===== src/design/dlru_pkg.sv =====
package dlru_pkg;

	localparam int COORD_BITS    = 10;
	localparam int DEF_FRAC_BITS = 16;

	localparam logic MODE_LOAD = 1'b0;
	localparam logic MODE_STEP = 1'b1;

	typedef struct packed {
		logic                  mode;
		logic [COORD_BITS-1:0] x_start;
		logic [COORD_BITS-1:0] y_start;
		logic [COORD_BITS-1:0] x_end;
		logic [COORD_BITS-1:0] y_end;
	} cmd_t;

	typedef struct packed {
		logic [COORD_BITS-1:0] pixel_x;
		logic [COORD_BITS-1:0] pixel_y;
		logic                  last_pixel;
	} pix_t;

endpackage


===== src/design/dlru_div.sv =====
module dlru_div #(
	parameter int DIVIDEND_W = 26,
	parameter int DIVISOR_W  = 10
) (
	input  logic                  clk,
	input  logic                  arst_n,
	input  logic                  start,
	input  logic [DIVIDEND_W-1:0] dividend,
	input  logic [DIVISOR_W-1:0]  divisor,
	output logic                  done,
	output logic [DIVIDEND_W-1:0] quotient
);
	import dlru_pkg::*;

	localparam int CNT_W = $clog2(DIVIDEND_W + 1);

	logic [DIVIDEND_W-1:0] quo_q;
	logic [DIVISOR_W-1:0]  rem_q;
	logic [DIVISOR_W-1:0]  dvs_q;
	logic [CNT_W-1:0]      cnt_q;
	logic                  busy_q;
	logic                  done_q;

	logic [DIVISOR_W:0] trial;
	logic [DIVISOR_W:0] diff;
	logic               fits;

	// one restoring step: bring down the next dividend bit, subtract if it fits
	always_comb begin
		trial = {rem_q, quo_q[DIVIDEND_W-1]};
		diff  = trial - {1'b0, dvs_q};
		fits  = ~diff[DIVISOR_W];
	end

	always_ff @(posedge clk or negedge arst_n) begin
		if (!arst_n) begin
			busy_q <= 1'b0;
			done_q <= 1'b0;
			cnt_q  <= '0;
		end else begin
			done_q <= 1'b0;
			if (start) begin
				busy_q <= 1'b1;
				cnt_q  <= CNT_W'(DIVIDEND_W);
			end else if (busy_q) begin
				cnt_q <= cnt_q - 1'b1;
				if (cnt_q == CNT_W'(1)) begin
					busy_q <= 1'b0;
					done_q <= 1'b1;
				end
			end
		end
	end

	always_ff @(posedge clk) begin
		if (start) begin
			quo_q <= dividend;
			rem_q <= '0;
			dvs_q <= divisor;
		end else if (busy_q) begin
			quo_q <= {quo_q[DIVIDEND_W-2:0], fits};
			rem_q <= fits ? diff[DIVISOR_W-1:0] : trial[DIVISOR_W-1:0];
		end
	end

	assign done     = done_q;
	assign quotient = quo_q;

endmodule


===== src/design/dda_line_rasterizer_unit.sv =====
// DDA line rasterizer. A load item (mode 0) takes two endpoints, emits the
// first endpoint as a pixel at once and then works out the per-axis
// increments dx*2^FRAC_BITS/steps and dy*2^FRAC_BITS/steps, truncated
// toward zero, where steps = max(|dx|,|dy|). Both divisions run on one
// shared restoring divider, one quotient bit a cycle, x first and y after;
// cmd_stall stays high meanwhile, so a load that draws a real line holds
// off further input until both increments are set. A load with equal
// endpoints emits one pixel flagged last and needs no division. Each
// step item (mode 1) adds the increments to the fixed-point positions
// and emits floor(pos+0.5); the final pixel of the line carries
// last_pixel. A step item while no line is active is accepted and gives
// no result. The result sits in a one-entry output register, so a new
// item is taken while a result waits as long as that register is being
// emptied in the same cycle.
module dda_line_rasterizer_unit #(
	parameter int FRAC_BITS = dlru_pkg::DEF_FRAC_BITS
) (
	input  logic           clk,
	input  logic           arst_n,
	input  logic           cmd_valid,
	output logic           cmd_stall,
	input  dlru_pkg::cmd_t cmd,
	output logic           pix_valid,
	input  logic           pix_stall,
	output dlru_pkg::pix_t pix
);
	import dlru_pkg::*;

	localparam int C     = COORD_BITS;
	localparam int QW    = C + FRAC_BITS;      // quotient/dividend width
	localparam int POS_W = QW + 1;             // signed position/increment

	typedef enum logic [2:0] {
		ST_IDLE = 3'b001,
		ST_DIVX = 3'b010,
		ST_DIVY = 3'b100
	} state_t;

	state_t state_q;

	logic signed [POS_W-1:0] x_pos_q, y_pos_q;
	logic signed [POS_W-1:0] x_inc_q, y_inc_q;
	logic [C-1:0]            steps_left_q;
	logic                    line_active_q;
	logic                    x_neg_q, y_neg_q;
	logic [C-1:0]            y_mag_q;
	pix_t                    pix_q;
	logic                    pix_valid_q;

	// handshake
	logic cmd_take, pix_take, is_load, is_step, produce;

	assign cmd_stall = (state_q != ST_IDLE) | (pix_valid_q & pix_stall);
	assign cmd_take  = cmd_valid & ~cmd_stall;
	assign pix_take  = pix_valid_q & ~pix_stall;
	assign is_load   = cmd_take & (cmd.mode == MODE_LOAD);
	assign is_step   = cmd_take & (cmd.mode == MODE_STEP) & line_active_q;
	assign produce   = is_load | is_step;

	// load set-up: deltas, magnitudes, major-axis length
	logic signed [C:0] dx, dy;
	logic [C-1:0]      x_mag, y_mag, steps;

	always_comb begin
		dx    = $signed({1'b0, cmd.x_end}) - $signed({1'b0, cmd.x_start});
		dy    = $signed({1'b0, cmd.y_end}) - $signed({1'b0, cmd.y_start});
		x_mag = dx[C] ? C'(-dx) : dx[C-1:0];
		y_mag = dy[C] ? C'(-dy) : dy[C-1:0];
		steps = (x_mag > y_mag) ? x_mag : y_mag;
	end

	// step path: advance and round to nearest (half up)
	localparam logic signed [POS_W-1:0] HALF = POS_W'(1) << (FRAC_BITS - 1);

	logic signed [POS_W-1:0] x_nxt, y_nxt, x_rnd, y_rnd;

	always_comb begin
		x_nxt = x_pos_q + x_inc_q;
		y_nxt = y_pos_q + y_inc_q;
		// positions stay between the endpoints; clamp kept for safety
		x_rnd = x_nxt[POS_W-1] ? HALF : x_nxt + HALF;
		y_rnd = y_nxt[POS_W-1] ? HALF : y_nxt + HALF;
	end

	// shared divider
	logic          div_start, div_done;
	logic [QW-1:0] div_dividend, div_quot;
	logic [C-1:0]  div_divisor;
	logic signed [POS_W-1:0] div_inc;

	assign div_start    = (is_load & (steps != '0)) | ((state_q == ST_DIVX) & div_done);
	assign div_dividend = is_load ? {x_mag, {FRAC_BITS{1'b0}}} : {y_mag_q, {FRAC_BITS{1'b0}}};
	assign div_divisor  = is_load ? steps : steps_left_q;

	dlru_div #(
		.DIVIDEND_W(QW),
		.DIVISOR_W (C)
	) u_div (
		.clk     (clk),
		.arst_n  (arst_n),
		.start   (div_start),
		.dividend(div_dividend),
		.divisor (div_divisor),
		.done    (div_done),
		.quotient(div_quot)
	);

	always_comb begin
		div_inc = $signed({1'b0, div_quot});
		if ((state_q == ST_DIVX) ? x_neg_q : y_neg_q)
			div_inc = -div_inc;
	end

	// sequencer and line state
	always_ff @(posedge clk or negedge arst_n) begin
		if (!arst_n) begin
			state_q       <= ST_IDLE;
			line_active_q <= 1'b0;
			steps_left_q  <= '0;
			x_pos_q       <= '0;
			y_pos_q       <= '0;
			x_inc_q       <= '0;
			y_inc_q       <= '0;
			pix_valid_q   <= 1'b0;
		end else begin
			if (produce)
				pix_valid_q <= 1'b1;
			else if (pix_take)
				pix_valid_q <= 1'b0;

			case (state_q)
				ST_IDLE: begin
					if (is_load) begin
						x_pos_q       <= $signed({1'b0, cmd.x_start, {FRAC_BITS{1'b0}}});
						y_pos_q       <= $signed({1'b0, cmd.y_start, {FRAC_BITS{1'b0}}});
						x_inc_q       <= '0;
						y_inc_q       <= '0;
						steps_left_q  <= steps;
						line_active_q <= (steps != '0);
						if (steps != '0)
							state_q <= ST_DIVX;
					end else if (is_step) begin
						x_pos_q      <= x_nxt;
						y_pos_q      <= y_nxt;
						steps_left_q <= steps_left_q - 1'b1;
						if (steps_left_q == C'(1))
							line_active_q <= 1'b0;
					end
				end
				ST_DIVX: begin
					if (div_done) begin
						x_inc_q <= div_inc;
						state_q <= ST_DIVY;
					end
				end
				ST_DIVY: begin
					if (div_done) begin
						y_inc_q <= div_inc;
						state_q <= ST_IDLE;
					end
				end
				default: state_q <= ST_IDLE;
			endcase
		end
	end

	// payload registers
	always_ff @(posedge clk) begin
		if (is_load) begin
			x_neg_q <= dx[C];
			y_neg_q <= dy[C];
			y_mag_q <= y_mag;
			pix_q.pixel_x    <= cmd.x_start;
			pix_q.pixel_y    <= cmd.y_start;
			pix_q.last_pixel <= (steps == '0);
		end else if (is_step) begin
			pix_q.pixel_x    <= x_rnd[QW-1:FRAC_BITS];
			pix_q.pixel_y    <= y_rnd[QW-1:FRAC_BITS];
			pix_q.last_pixel <= (steps_left_q == C'(1));
		end
	end

	assign pix_valid = pix_valid_q;
	assign pix       = pix_q;

endmodule


===== config.mk =====
export PLATFORM = sky130hd
export DESIGN_NAME = dda_line_rasterizer_unit
export DESIGN_NICKNAME = d
export VERILOG_FILES = /design/src/design/dlru_pkg.sv /design/src/design/dlru_div.sv /design/src/design/dda_line_rasterizer_unit.sv
export SDC_FILE = /design/constraint.sdc
export NUM_CORES = 1
export LEC_CHECK = 0
export BUFFER_PORTS_ARGS = -buffer_cell sky130_fd_sc_hd__buf_2
export CAP_MARGIN = 20
export CORE_UTILIZATION = 48
export CTS_CLUSTER_DIAMETER = 30
export DETAILED_ROUTE_END_ITERATION = 6
export PLACE_DENSITY_LB_ADDON = 0.1
export SYNTH_ARGS = -nofsm -noshare
export SYNTH_HDL_FRONTEND = slang
export SYNTH_SLANG_ARGS = --single-unit

===== constraint.sdc =====
create_clock -name clk -period 3.2 [get_ports clk]
set_input_delay 0.8 -clock clk [delete_from_list [all_inputs] [get_ports clk]]
set_output_delay 0.8 -clock clk [all_outputs]
set_load 0.01 [all_outputs]

== After elaboration in Yosys (flattened, before gate mapping) ==
Cells that the tools add are included.

* Add/sub/neg operators: 12
* $lt $le $gt $ge: 1
* Equality and inequality tests: 10
* Multiplexer cells: 42
* Bitwise logic cells: 15
* Reduce and logical (&&, ||, !) cells: 13

{| class="wikitable"
|+ Operator list
! kind !! number
|-
| 27-bit 2-to-1 mux || 7
|-
| 26-bit 2-to-1 mux || 5
|-
| 27-bit one-hot mux with 2 select lines || 2
|-
| 10-bit 2-to-1 mux || 7
|-
| 27-bit adder || 2
|-
| 26-bit by 17-bit adder with 26-bit output, second input constant || 2
|-
| 21-bit 2-to-1 mux || 2
|-
| 26-bit negator with 27-bit output || 1
|-
| 10-bit by 10-bit subtractor with 11-bit output || 2
|-
| 10-bit negator || 2
|-
| 1-bit 2-to-1 mux || 12
|-
| 3-bit 2-to-1 mux || 4
|-
| 2-bit nonzero test || 6
|-
| 11-bit by 10-bit subtractor with 11-bit output || 1
|-
| 10-bit by 1-bit equality test with 1-bit output, second input constant || 1
|-
| 10-bit greater-than comparator || 1
|-
| 10-bit logical NOT || 1
|-
| 5-bit 2-to-1 mux || 2
|-
| 10-bit nonzero test || 1
|-
| 10-bit by 1-bit subtractor with 10-bit output, second input constant || 1
|-
| 3-bit one-hot mux with 3 select lines || 1
|-
| 3-bit AND reduction || 3
|-
| 1-bit bitwise AND || 8
|-
| 5-bit by 1-bit equality test with 1-bit output, second input constant || 1
|-
| 11 further kinds || 18
|}

* Register bits: 209
* Output and inout port bits: 23

== Depth between registers and ports, before layout ==
* Depth in word-level cells: 9
* Depth in mapped cells: 24

== Modules after synthesis ==
Synthesis repeated with hierarchy kept, for this count alone.

* Cell total of the unflattened synthesis: 1642
* Area, all modules: 14747.9 um^2

{| class="wikitable"
|+ Modules (own cells, without submodules)
! module !! instances !! cells each !! area each (um^2) !! sequential area each (um^2)
|-
| dda_line_rasterizer_unit || 1 || 1420 || 11999.0 || 4070.2
|-
| dlru_div || 1 || 222 || 2748.9 || 1456.4
|}

== Worst setup path before layout ==
No wires, ideal clock.

* Path kind: input to register
* From: in cmd[10] (netlist bit)
* To: reg u_div.quo_q[0] (netlist: u_div.quotient[0]), enable pin
* Setup time: 0.439 ns
* Arrival time: 5.810 ns
* Data required time: 2.761 ns
* Setup slack: -3.048 ns
* Stages: 23
* Buffers on the path: 2
* Cells stage by stage: inv_1 ha_1 inv_1 fa_1 a21o_1 a21oi_1 xor2_1 o2111ai_1 o31ai_2 xor2_1 inv_1 ha_1 nand4_1 nor3_1 a32oi_1 inv_1 clkbuf_1 nor2_1 a22oi_1 nand2_1 nor4b_4 buf_2 nand2_1

* Longest elaborated chain between the ends: 9

{| class="wikitable"
|+ Ends and longest elaborated chain
! what !! RTL line !! source
|-
| from (decl) || dda_line_rasterizer_unit.sv:22 || <nowiki>input dlru_pkg::cmd_t cmd,</nowiki>
|-
| 10-bit by 10-bit subtractor with 11-bit output (*) || dda_line_rasterizer_unit.sv:65 || <nowiki>dx = $signed({1'b0, cmd.x_end}) - $signed({1'b0, cmd.x_start});</nowiki>
|-
| 10-bit negator || dda_line_rasterizer_unit.sv:67 || <nowiki>x_mag = dx[C] ? C'(-dx) : dx[C-1:0];</nowiki>
|-
| 10-bit 2-to-1 mux (*) || dda_line_rasterizer_unit.sv:67 ||
|-
| 10-bit greater-than comparator || dda_line_rasterizer_unit.sv:69 || <nowiki>steps = (x_mag > y_mag) ? x_mag : y_mag;</nowiki>
|-
| 10-bit 2-to-1 mux (*) || dda_line_rasterizer_unit.sv:69 ||
|-
| 10-bit nonzero test (*) || dda_line_rasterizer_unit.sv:91 || <nowiki>assign div_start = (is_load & (steps != '0)) | ((state_q == ST_DIVX) & div_done);</nowiki>
|-
| 1-bit bitwise AND (*) || dda_line_rasterizer_unit.sv:91 ||
|-
| 1-bit OR (*) || dda_line_rasterizer_unit.sv:91 ||
|-
| 2-bit nonzero test (no line) (*) || - ||
|-
| to (signal assigned) || dlru_div.sv:57 || <nowiki>quo_q <= dividend;</nowiki>
|-
| to (signal assigned) || dlru_div.sv:61 || <nowiki>quo_q <= {quo_q[DIVIDEND_W-2:0], fits};</nowiki>
|-
| to (decl) || dlru_div.sv:17 || <nowiki>logic [DIVIDEND_W-1:0] quo_q;</nowiki>
|}

Every way passes the cells marked *; elsewhere a longest branch is shown, timed or not.
A chain may end at the register's enable or synchronous reset.

== Final worst setup path ==
* From: in cmd[10] (netlist bit)
* To: reg u_div.quo_q[20] (netlist: u_div.quotient[20]) (data pin)

* Longest elaborated chain between the ends: 9
* Elaborated cells between the ends (all ways): 10
* Classes of those cells: add/sub: 2; order compare: 1; mux: 4; bitwise: 2; reduce/logical: 1

{| class="wikitable"
|+ Ends and longest elaborated chain
! what !! RTL line !! source
|-
| 10-bit by 10-bit subtractor with 11-bit output (*) || dda_line_rasterizer_unit.sv:65 ||
|-
| 10-bit negator || dda_line_rasterizer_unit.sv:67 ||
|-
| 10-bit 2-to-1 mux (*) || dda_line_rasterizer_unit.sv:67 ||
|-
| 10-bit greater-than comparator || dda_line_rasterizer_unit.sv:69 ||
|-
| 10-bit 2-to-1 mux || dda_line_rasterizer_unit.sv:69 ||
|-
| 10-bit nonzero test || dda_line_rasterizer_unit.sv:91 ||
|-
| 1-bit bitwise AND || dda_line_rasterizer_unit.sv:91 ||
|-
| 1-bit OR || dda_line_rasterizer_unit.sv:91 ||
|-
| 26-bit 2-to-1 mux (*) || dlru_div.sv:56 || <nowiki>if (start) begin</nowiki>
|}

Marked as above.

==> flow_metrics.py <==
metrics = {
    "critical_path": {
        "path_max_fanout": 7,
        "max_stage_delay_ns": 0.33,
        "worst-setup-path-type": "input pin to register",
        "worst_setup_path_end_kind": "register",
        "cp.required_ns": 3.50,
        "crit_arrival_ns": 5.38,
        "crit_family": "compound AO/OA/AOI/OAI gates",
        "crit_slowest_cell": "fa_2",
        "critPathBufInv": 10,
        "critPathLaunchType": "input pin",
        "r2r_setup_slack_ns": -0.24,
    },
    "finish": {
        "utilization": 0.7204,
        "layout_common_cells": "buf_4 (333), nand2_1 (177), o21ai_0 (138)",
        "final_common_cell": "buf_4",
        "drive_above_1_share": 0.3391,
        "final_area_mm2": 0.02084,
        "area_growth_pct": 46.17,
        "antennaDiodeCount": 0,
        "fill_cells": 2131,
        "nNetsFinal": 2188,
    },
    "routing": {
        "drt_wl_total_mm": 45.84,
        "drtIter0Drc": 1209,
        "first_pass_iters": 5,
        "ant_nets": 0,
        "vias": 13870,
        "viasPerCell": 5.622,
        "wire_per_inst_um": 18.59,
        "route.detailed.drc": 0,
    },
    "place": {
        "gp_congestion": 0.9268,
        "dp_hpwl_mm": 32.33,
        "dpl-instance-area_mm2": 0.01753,
        "portBuffers": 67,
    },
    "global_route": {
        "grt.overflow.total": 0,
        "antenna_found_initial": 0,
        "track_usage": 0.3020,
        "grt_pass1_vias": 13850,
        "grt_max_degree": 62,
        "grt_pass1_wl_mm": 72.46,
    },
    "yosys": {
        "synth.distinct_cells": 72,
        "synth_ff_type": "dfrtp_1",
        "ys_top_cells_by_area": "dfrtp_1 (23%), edfxtp_1 (15%), ha_1 (8.9%)",
        "syn_area_mm2": 0.01426,
        "ys_seq_elements": 209,
        "synth_top_area_frac": 0.2264,
        "yosys.area.top_type": "dfrtp_1",
        "seq_area_frac_synth": 0.3876,
        "syn-num-nets": 1754,
        "async_reset_ff_frac": 0.6220,
        "ys_warn_count": 0,
        "syn_inst": 1603,
        "synth_edf_count": 69,
        "avgSynthCellArea_um2": 8.896,
    },
    "clock_tree": {
        "cts_buffer_depth": 3,
        "root_buffer": "clkbuf_16",
        "h-tree-depth": 2,
        "cts_hold_buf": 0,
        "numCtsBuffers": 53,
        "clk_pin_slew_worst_paths_ns": 0.04,
        "numClockSinks": 209,
        "clk-insertion-delay-late_ns": 0.57,
        "tritoncts": "done",
    },
    "die": {
        "die_w_um": 174.4,
        "die_area_mm2": 0.03040,
        "die_y_um": 174.4,
        "io-pin-count": 68,
        "fp.coreArea_mm2": 0.02894,
        "initial_core_util": 0.4928,
        "fp-row-count": 62,
    },
    "sta": {
        "rsz0062_at_grt": "yes",
        "setup_viol": 115,
        "hold_viol": 0,
        "worstMarginPinSlew_ns": 0.7646,
        "tns_ns": -173.07,
        "maxSlewHeadroom": 0.4902,
        "fmax_mhz": 196.9,
        "slew_viol_final": 0,
        "skew_ns": 0.02703,
        "layout_setup_ws_ns": -1.879,
        "finalCritPeriodShare": 1.587,
        "period_needed_ns": 5.079,
    },
    "power": {
        "power_density_mw_per_mm2": 488.8,
        "p_total_mw": 10.19,
        "ir_drop_mv": 0.5429,
        "leakage_nw": 9.719,
    },
    "job": {
        "cap_viol_max_count": 0,
    },
    "hold_path": {
        "hold_path_class": "input pin to asynchronous set/reset pin",
    },
    "outcome": {
        "status": "finished with violations",
        "violations": "negative setup slack",
    },
}
[stage by stage]
stage / hold slack (ns) / worst slack, ns / cells
2_1_floorplan: 0.4538 / -2.268 / 1603
6_report: 0.1884 / -1.879 / 2466
5_1_grt: 0.2107 / -2.146 / 2466
3_5_place_dp: 0.4832 / -2.550 / 2318
4_1_cts: 0.1946 / -1.905 / 2457
3_3_place_gp: 0.4684 / -2.361 / 2318
[cells in the mapped netlist, types with 7 or more instances]
cell and n:
nor4_1 17, xnor2_1 88, o22ai_1 40, a21boi_0 8
dfxtp_1 10, dfrtp_1 129, mux2i_1 16, a21o_1 36
ha_1 101, xor2_1 50, o21bai_1 7, o21ai_0 156
and2_1 27, nor3_1 28, nand2_1 187, o211a_1 7
nor2b_1 26, o211ai_1 10, nand3_1 70, clkbuf_1 54
o31ai_1 11, and3_1 10, edfxtp_1 69, a21oi_1 106
o2111ai_1 8, mux2_2 11, nand4_1 9, nand2b_1 12
nor2_1 75, or2_2 9, o21a_1 8, or3_1 8
inv_1 96, a31oi_1 13
[layer usage]
metal,share of wire,up-vias,GRT usage
li1,-,6674,-
met5,0,-,0
met3,0.059,97,0.04615
met1,0.43,6651,0.3936
met4,0.033,0,0.1126
met2,0.48,443,0.5050
[logic make-up after synthesis]
kind of cell             after synthesis  share of synthesized area
AO/OA/AOI/OAI                        462                     0.1996
buffers and inverters                159                    0.04264
AND/OR/NAND/NOR                      501                     0.1691
XOR/XNOR                             138                    0.08476
flip-flops                           209                     0.3876
adder cells (fa/ha/maj)              106                    0.09564
multiplexers                          28                    0.02071
[registers in the layout, indices dropped and copies added (netlist names), 3 cells and up]
name and cells:
steps_left_q 10, y_inc_q 27, u_div.quotient 26, x_inc_q 27, u_div.dvs_q 10, y_pos_q 27
state_q 3, x_pos_q 27, u_div.rem_q 10, u_div.cnt_q 5, pix 21, y_mag_q 10
[report_power, final]
part / switching, mW / internal [mW] / leakage [nW] / total [mW]
registers: 0 / 2.77 / 2.31 / 2.77
clock network: 1.71 / 3.73 / 0.847 / 5.44
logic: 0.983 / 0.991 / 6.56 / 1.97
total: 2.69 / 7.50 / 9.72 / 10.2
[what timing repair did]
action                                  CTS  global route
gates cloned                              7             0
endpoints found under the setup margin  123           127
resized for setup                       132            84
pin swaps                                56            57
hold endpoints to repair                  0             0
buffers inserted                         35            17
[final timing paths]
check / start / to / depth (start not counted)
min in group clk: x_inc_q[5] / x_inc_q[5] / 2
worst min-delay path: arst_n / x_pos_q[13] / 1
worst max register to register: x_inc_q[0] / pix[19] / 14
max in group asynchronous: arst_n / y_inc_q[24] / 2
worst min register to register: x_inc_q[5] / x_inc_q[5] / 2
worst max-delay path: cmd[10] / u_div.quotient[20] / 27
[layout make-up]
cell class              instances  area (um^2)  share of cell area
well taps                     384        480.5             0.02305
repair inverters                1        7.507           0.0003602
multi-input cells            1239         9271              0.4448
clock buffers                  64         1430             0.06861
repair buffers                436         3334              0.1600
clock inverters                36        410.4             0.01969
inverters                      97        382.9             0.01837
flip-flops and latches        209         5527              0.2651
(Power assumes the default switching activity.)
